$ cat src/rtl/core/canfcm_pkg.sv
package canfcm_pkg;

  // table geometry
  localparam int CHANNELS = 16;
  localparam int CH_IDX_W = (CHANNELS > 1) ? $clog2(CHANNELS) : 1;
  localparam int CH_CNT_W = $clog2(CHANNELS + 1);

  // fixed field widths
  localparam int CIDX_W    = 4;
  localparam int ID_W      = 29;
  localparam int START_W   = 3;
  localparam int LEN_W     = 4;
  localparam int VAL_W     = 32;
  localparam int DATA_W    = 64;
  localparam int EN_W      = 5;
  localparam int CMD_W     = 2;
  localparam int STAT_W    = 2;
  localparam int MAX_BYTES = 4;

  // slave tdata layout, lowest bit first
  localparam int OFF_IDX   = 0;
  localparam int OFF_EID   = OFF_IDX + CIDX_W;
  localparam int OFF_EMSK  = OFF_EID + ID_W;
  localparam int OFF_BST   = OFF_EMSK + ID_W;
  localparam int OFF_BLEN  = OFF_BST + START_W;
  localparam int OFF_DMSK  = OFF_BLEN + LEN_W;
  localparam int OFF_MUL   = OFF_DMSK + VAL_W;
  localparam int OFF_DIV   = OFF_MUL + VAL_W;
  localparam int OFF_OFS   = OFF_DIV + VAL_W;
  localparam int OFF_FID   = OFF_OFS + VAL_W;
  localparam int OFF_FDAT  = OFF_FID + ID_W;
  localparam int S_USED_W  = OFF_FDAT + DATA_W;
  localparam int S_TDATA_W = ((S_USED_W + 7) / 8) * 8;

  typedef enum logic [CMD_W-1:0] {
    CMD_LOAD  = 2'd0,
    CMD_FRAME = 2'd1,
    CMD_READ  = 2'd2
  } cmd_e;

  typedef enum logic [STAT_W-1:0] {
    STAT_NONE  = 2'd0,
    STAT_MATCH = 2'd1,
    STAT_BAD   = 2'd2
  } status_e;

  typedef enum logic [2:0] {
    ST_IDLE,
    ST_WALK,
    ST_MUL,
    ST_DIV_GO,
    ST_DIV_WAIT,
    ST_FINISH,
    ST_RESULT
  } fsm_e;

  typedef struct packed {
    logic [ID_W-1:0]    match_id;
    logic [ID_W-1:0]    id_mask;
    logic [START_W-1:0] byte_start;
    logic [LEN_W-1:0]   byte_length;
    logic [VAL_W-1:0]   data_mask;
    logic [VAL_W-1:0]   multiplier;
    logic [VAL_W-1:0]   divisor;
    logic [VAL_W-1:0]   offset;
  } entry_t;

endpackage

$ cat src/rtl/core/canfcm_div.sv
module canfcm_div
  import canfcm_pkg::*;
(
  input  logic             clk_i,
  input  logic             rst_ni,
  input  logic             start_i,
  input  logic [VAL_W-1:0] dividend_i,
  input  logic [VAL_W-1:0] divisor_i,
  output logic             done_o,
  output logic [VAL_W-1:0] quotient_o
);

  localparam int CNT_W = $clog2(VAL_W);

  logic             busy_q, busy_d;
  logic             done_q, done_d;
  logic [CNT_W-1:0] cnt_q, cnt_d;
  logic [VAL_W-1:0] rem_q, rem_d;
  logic [VAL_W-1:0] quo_q, quo_d;
  logic [VAL_W-1:0] dvs_q, dvs_d;
  logic             neg_q, neg_d;

  logic [VAL_W:0]   rem_sh;
  logic [VAL_W+1:0] diff;
  logic             ge;

  // restoring radix-2 step on magnitudes
  assign rem_sh = {rem_q, quo_q[VAL_W-1]};
  assign diff   = {1'b0, rem_sh} - {2'b00, dvs_q};
  assign ge     = !diff[VAL_W+1];

  always_comb begin
    busy_d = busy_q;
    done_d = 1'b0;
    cnt_d  = cnt_q;
    rem_d  = rem_q;
    quo_d  = quo_q;
    dvs_d  = dvs_q;
    neg_d  = neg_q;
    if (start_i) begin
      busy_d = 1'b1;
      cnt_d  = CNT_W'(VAL_W - 1);
      rem_d  = '0;
      quo_d  = dividend_i[VAL_W-1] ? (VAL_W'(0) - dividend_i) : dividend_i;
      dvs_d  = divisor_i[VAL_W-1] ? (VAL_W'(0) - divisor_i) : divisor_i;
      neg_d  = dividend_i[VAL_W-1] ^ divisor_i[VAL_W-1];
    end else if (busy_q) begin
      rem_d = ge ? diff[VAL_W-1:0] : rem_sh[VAL_W-1:0];
      quo_d = {quo_q[VAL_W-2:0], ge};
      if (cnt_q == '0) begin
        busy_d = 1'b0;
        done_d = 1'b1;
      end else begin
        cnt_d = cnt_q - 1'b1;
      end
    end
  end

  always_ff @(posedge clk_i or negedge rst_ni) begin
    if (!rst_ni) begin
      busy_q <= 1'b0;
      done_q <= 1'b0;
      cnt_q  <= '0;
    end else begin
      busy_q <= busy_d;
      done_q <= done_d;
      cnt_q  <= cnt_d;
    end
  end

  always_ff @(posedge clk_i) begin
    rem_q <= rem_d;
    quo_q <= quo_d;
    dvs_q <= dvs_d;
    neg_q <= neg_d;
  end

  // most negative over minus one wraps back to itself here
  assign quotient_o = neg_q ? (VAL_W'(0) - quo_q) : quo_q;
  assign done_o     = done_q;

  a_start_idle: assert property (@(posedge clk_i) disable iff (!rst_ni)
    start_i |-> !busy_q)
    else $error("divider started while busy");

  a_last_step_done: assert property (@(posedge clk_i) disable iff (!rst_ni)
    (busy_q && cnt_q == '0 && !start_i) |=> done_q)
    else $error("divider missed its done pulse");

  a_done_pulse: assert property (@(posedge clk_i) disable iff (!rst_ni)
    done_q |=> !done_q)
    else $error("divider done held longer than one cycle");

endmodule
$ cat config.mk
export PLATFORM = sky130hd
export DESIGN_NAME = canfcm_div
export DESIGN_NICKNAME = d
export VERILOG_FILES = /design/src/rtl/core/canfcm_pkg.sv /design/src/rtl/core/canfcm_div.sv
export SDC_FILE = /design/constraint.sdc
export NUM_CORES = 1
export LEC_CHECK = 0
export BUFFER_PORTS_ARGS = -buffer_cell sky130_fd_sc_hd__buf_2
export CAP_MARGIN = 20
export CELL_PAD_IN_SITES_DETAIL_PLACEMENT = 0
export CELL_PAD_IN_SITES_GLOBAL_PLACEMENT = 2
export CORE_MARGIN = 2
export CORE_UTILIZATION = 39
export DETAILED_ROUTE_END_ITERATION = 16
export PLACE_DENSITY = 0.89
export SYNTH_ARGS = -nofsm -noshare
export SYNTH_HDL_FRONTEND = slang
export SYNTH_SLANG_ARGS = --single-unit
export TNS_END_PERCENT = 30
$ cat constraint.sdc
create_clock -name clk_i -period 5.8 [get_ports clk_i]
set_clock_uncertainty 0.2 [all_clocks]
set_input_delay 0.58 -clock clk_i [delete_from_list [all_inputs] [get_ports clk_i]]
set_output_delay 0.58 -clock clk_i [all_outputs]
set_load 0.1 [all_outputs]
==> flow_summary.yaml <==
setup_path:
  cpPeakStageDelay_ns: 0.57
  path_class: "reg2out"
  worstPathArrival_ns: 3.38
  r2r_setup_slack_ns: 2.13
  worstReg2RegEnd: "rem_q[28]"
  cp_max_fo: 5
  critPathTopFamily: "simple AND/OR/NAND/NOR gates"
  crit_path_start: "quo_q[9]"
  path_cells: "or4_4 -> nor3_4 -> nand3_2 -> nor2_1 -> nand2_1 -> or4_1 -> o31ai_1 -> xnor2_1 -> buf_2"
  startpoint_type: "register"
  cp_slowest_cell: "or4_4"
  crit_required_ns: 5.02
  critPathBufInv: 1
  rr_worst_depth: 10
  crit-reg2reg-launch: "dvs_q[18]"
  endpoint_kind: "output port"
worst_hold_path:
  min_to: "dvs_q[0]"
  holdPathStages: 1
  worst_hold_startpoint: "divisor_i[0]"
  hp-class: "in2reg"
layout:
  fin_util: 0.444
  mostFrequentLayoutCells: "114 x nand2_1, 98 x buf_2, 91 x nor2_1"
  final-instance-count-excl-fill: 1279
  drive_above_1_share: 0.136
  fillers: 2050
  syn_to_final_growth_pct: 12.7
  final_nets: 1109
  stdcell_area_sq_um: 8900
  final_common_cell: "nand2_1"
  num_antenna_cells: 0
drt:
  met2WireLength_um: 7950
  routedLengthMet1_um: 9990
  post_drt_wl_per_cell_um: 15.0
  top_layer_used: "met4"
  drc: 0
  drt_iter0_drc: 311
  postRouteAntennaNets: 0
  via_count: 6786
  dr.pass1.iters: 5
  met3_length_um: 1040
  vias_per_cell: 5.31
  finalWirelength_um: 19200
power_and_ir_drop:
  pwr-share-seq: 0.396
  power_frac_comb: 0.336
  power.switching_mw: 0.913
  powerDensity_nw_per_um2: 257
  clkPwrFrac: 0.267
  internal_power_mw: 1.37
  p_sw_frac: 0.399
  finalPower_mw: 2.29
  p_leak_nw: 3.61
  irDropWorstVdd_mv: 0.136
global_route:
  grt_max_degree: 85
  antenna_found_initial: 0
  track_usage: 0.183
  grt_overflow_total: 0
  grt_pass1_vias: 6376
  grt_pass1_wl_um: 32500
sta:
  setup_viol: 0
  slew_headroom: 0.335
  tns_ns: 0
  grt_setup_unrepaired: "false"
  hold_slack_ns: 0.270
  tightest_slew_ns: 0.997
  maxClockFrequency_ghz: 0.240
  hold_viol: 0
  setup_ws_ns: 1.64
  drv_slew: 0
  finalCriticalPeriod_ns: 4.16
  period_share: 0.717
yosys:
  syn_area_sq_um: 7890
  netlist_instances: 931
  synth_edf_count: 65
  postSynthAreaPerCell_sq_um: 8.48
  synth_seq_cells: 104
  synth_fp_nets: 1036
  ys.flop_type: "edfxtp_1"
  yosysSeqAreaShare: 0.351
  async_flop_share: 0.0673
  synth_cell_type_count: 67
  yosys_warnings: 0
die:
  die_area_sq_um: 21400
  core_area_sq_um: 20000
  die_h_um: 146
  die_w_um: 146
  start_util: 0.394
  num_rows: 52
  io-pin-count: 100
clock_network:
  cts.clk_slew.worst_paths_ns: 0.07
  cts_tree: "built"
  cts.sinks: 104
  root_buffer: "clkbuf_16"
  cts-buffers-inserted: 9
  cts_max_level: 3
  cts_resized: 0
  insertion_delay_ns: 0.35
  clk_path_buf_depth: 2
place:
  place_congestion: 0.828
  dp_hpwl_um: 14400
  pre_cts_ws_ns: 2.01
  io_buffers: 99
  place_area_sq_um: 8590
  dp.cells: 1262
run_status:
  status: "complete, no violations"
run:
  maxCapViolations: 0
## cells in the mapped netlist (4+ instances only)
cell / number / area share
o41ai_1: 13 / 0.014
xor2_1: 35 / 0.039
nand3_1: 17 / 0.011
nor3_1: 21 / 0.013
or3_1: 14 / 0.011
nor2b_1: 9 / 0.0071
edfxtp_1: 65 / 0.25
inv_1: 52 / 0.025
buf_2: 6 / 0.0038
or2_2: 4 / 0.0032
dfrtp_1: 7 / 0.022
clkbuf_1: 31 / 0.015
o21ai_0: 44 / 0.028
ha_1: 37 / 0.059
nand4_1: 4 / 0.0032
a211oi_1: 9 / 0.0086
a21oi_1: 64 / 0.041
nor2_1: 91 / 0.043
nand2b_1: 9 / 0.0071
a21o_1: 20 / 0.019
a31oi_1: 4 / 0.0032
dfxtp_1: 32 / 0.081
nand2_1: 114 / 0.054
o21bai_1: 5 / 0.0048
a311oi_1: 21 / 0.023
or4_1: 10 / 0.0095
o31ai_1: 29 / 0.028
mux2i_1: 4 / 0.0051
and3_1: 10 / 0.0079
xnor2_1: 76 / 0.084
o21a_1: 8 / 0.0076
nor4_1: 7 / 0.0055
## logic make-up (layout without fill, tap and decap cells)
| logic type | count (synthesis) | in the layout | share of synthesized area |
|---|---|---|---|
| AOI/OAI and AO/OA | 248 | 248 | 0.212 |
| and+or+nand+nor | 330 | 330 | 0.198 |
| buffers and inverters | 94 | 172 | 0.0466 |
| xor gates and xnor gates | 111 | 111 | 0.123 |
| muxes | 6 | 6 | 0.00793 |
| DFF | 104 | 104 | 0.351 |
| adders and majority gates | 38 | 38 | 0.0612 |
## cell type report
cell class / count / area [sq um] / share of cell area
clock buffers: 9 / 225 / 0.0253
clock inverters: 7 / 71.3 / 0.00801
inverters: 52 / 195 / 0.0219
multi-input cells: 733 / 4760 / 0.535
flip-flops and latches: 104 / 2770 / 0.311
well taps: 270 / 338 / 0.0380
repair buffers: 104 / 538 / 0.0605
## sequential cells by signal, indices dropped and copies added (netlist names)
signal and cells:
done_o 1, busy_q 1, rem_q 32, cnt_q 5, neg_q 1, dvs_q 32
quo_q 32
## worst max path at each step
stage / end / cells after the start
after floorplan: quotient_o[28] / 8
after global placement: quotient_o[31] / 9
after detailed placement: quotient_o[31] / 9
after CTS: quotient_o[31] / 9
after global routing: quotient_o[29] / 9
final: quotient_o[31] / 9
## power by group through the flow
| stage | clock, mW | combinational, mW | sequential [mW] |
|---|---|---|---|
| after detailed placement | 0 | 0.769 | 0.924 |
| after global routing | 0.657 | 0.820 | 0.917 |
| after global placement | 0 | 0.771 | 0.921 |
| final | 0.611 | 0.770 | 0.907 |
| after CTS | 0.634 | 0.772 | 0.907 |
| after floorplan | 0 | 0.634 | 0.903 |
## repair_timing
| action | 4_1_cts | 5_1_grt |
|---|---|---|
| hold buffers | 1 | 0 |
| endpoints found under the hold margin | 7 | 0 |
| setup buffers | 0 | 0 |
## routing by layer
metal  up-vias  track usage
li1       3514            -
met1      3070        0.275
met2       189        0.280
met3        13       0.0238
met4         0       0.0456
met5         -            0
(Power assumes the default switching activity.)
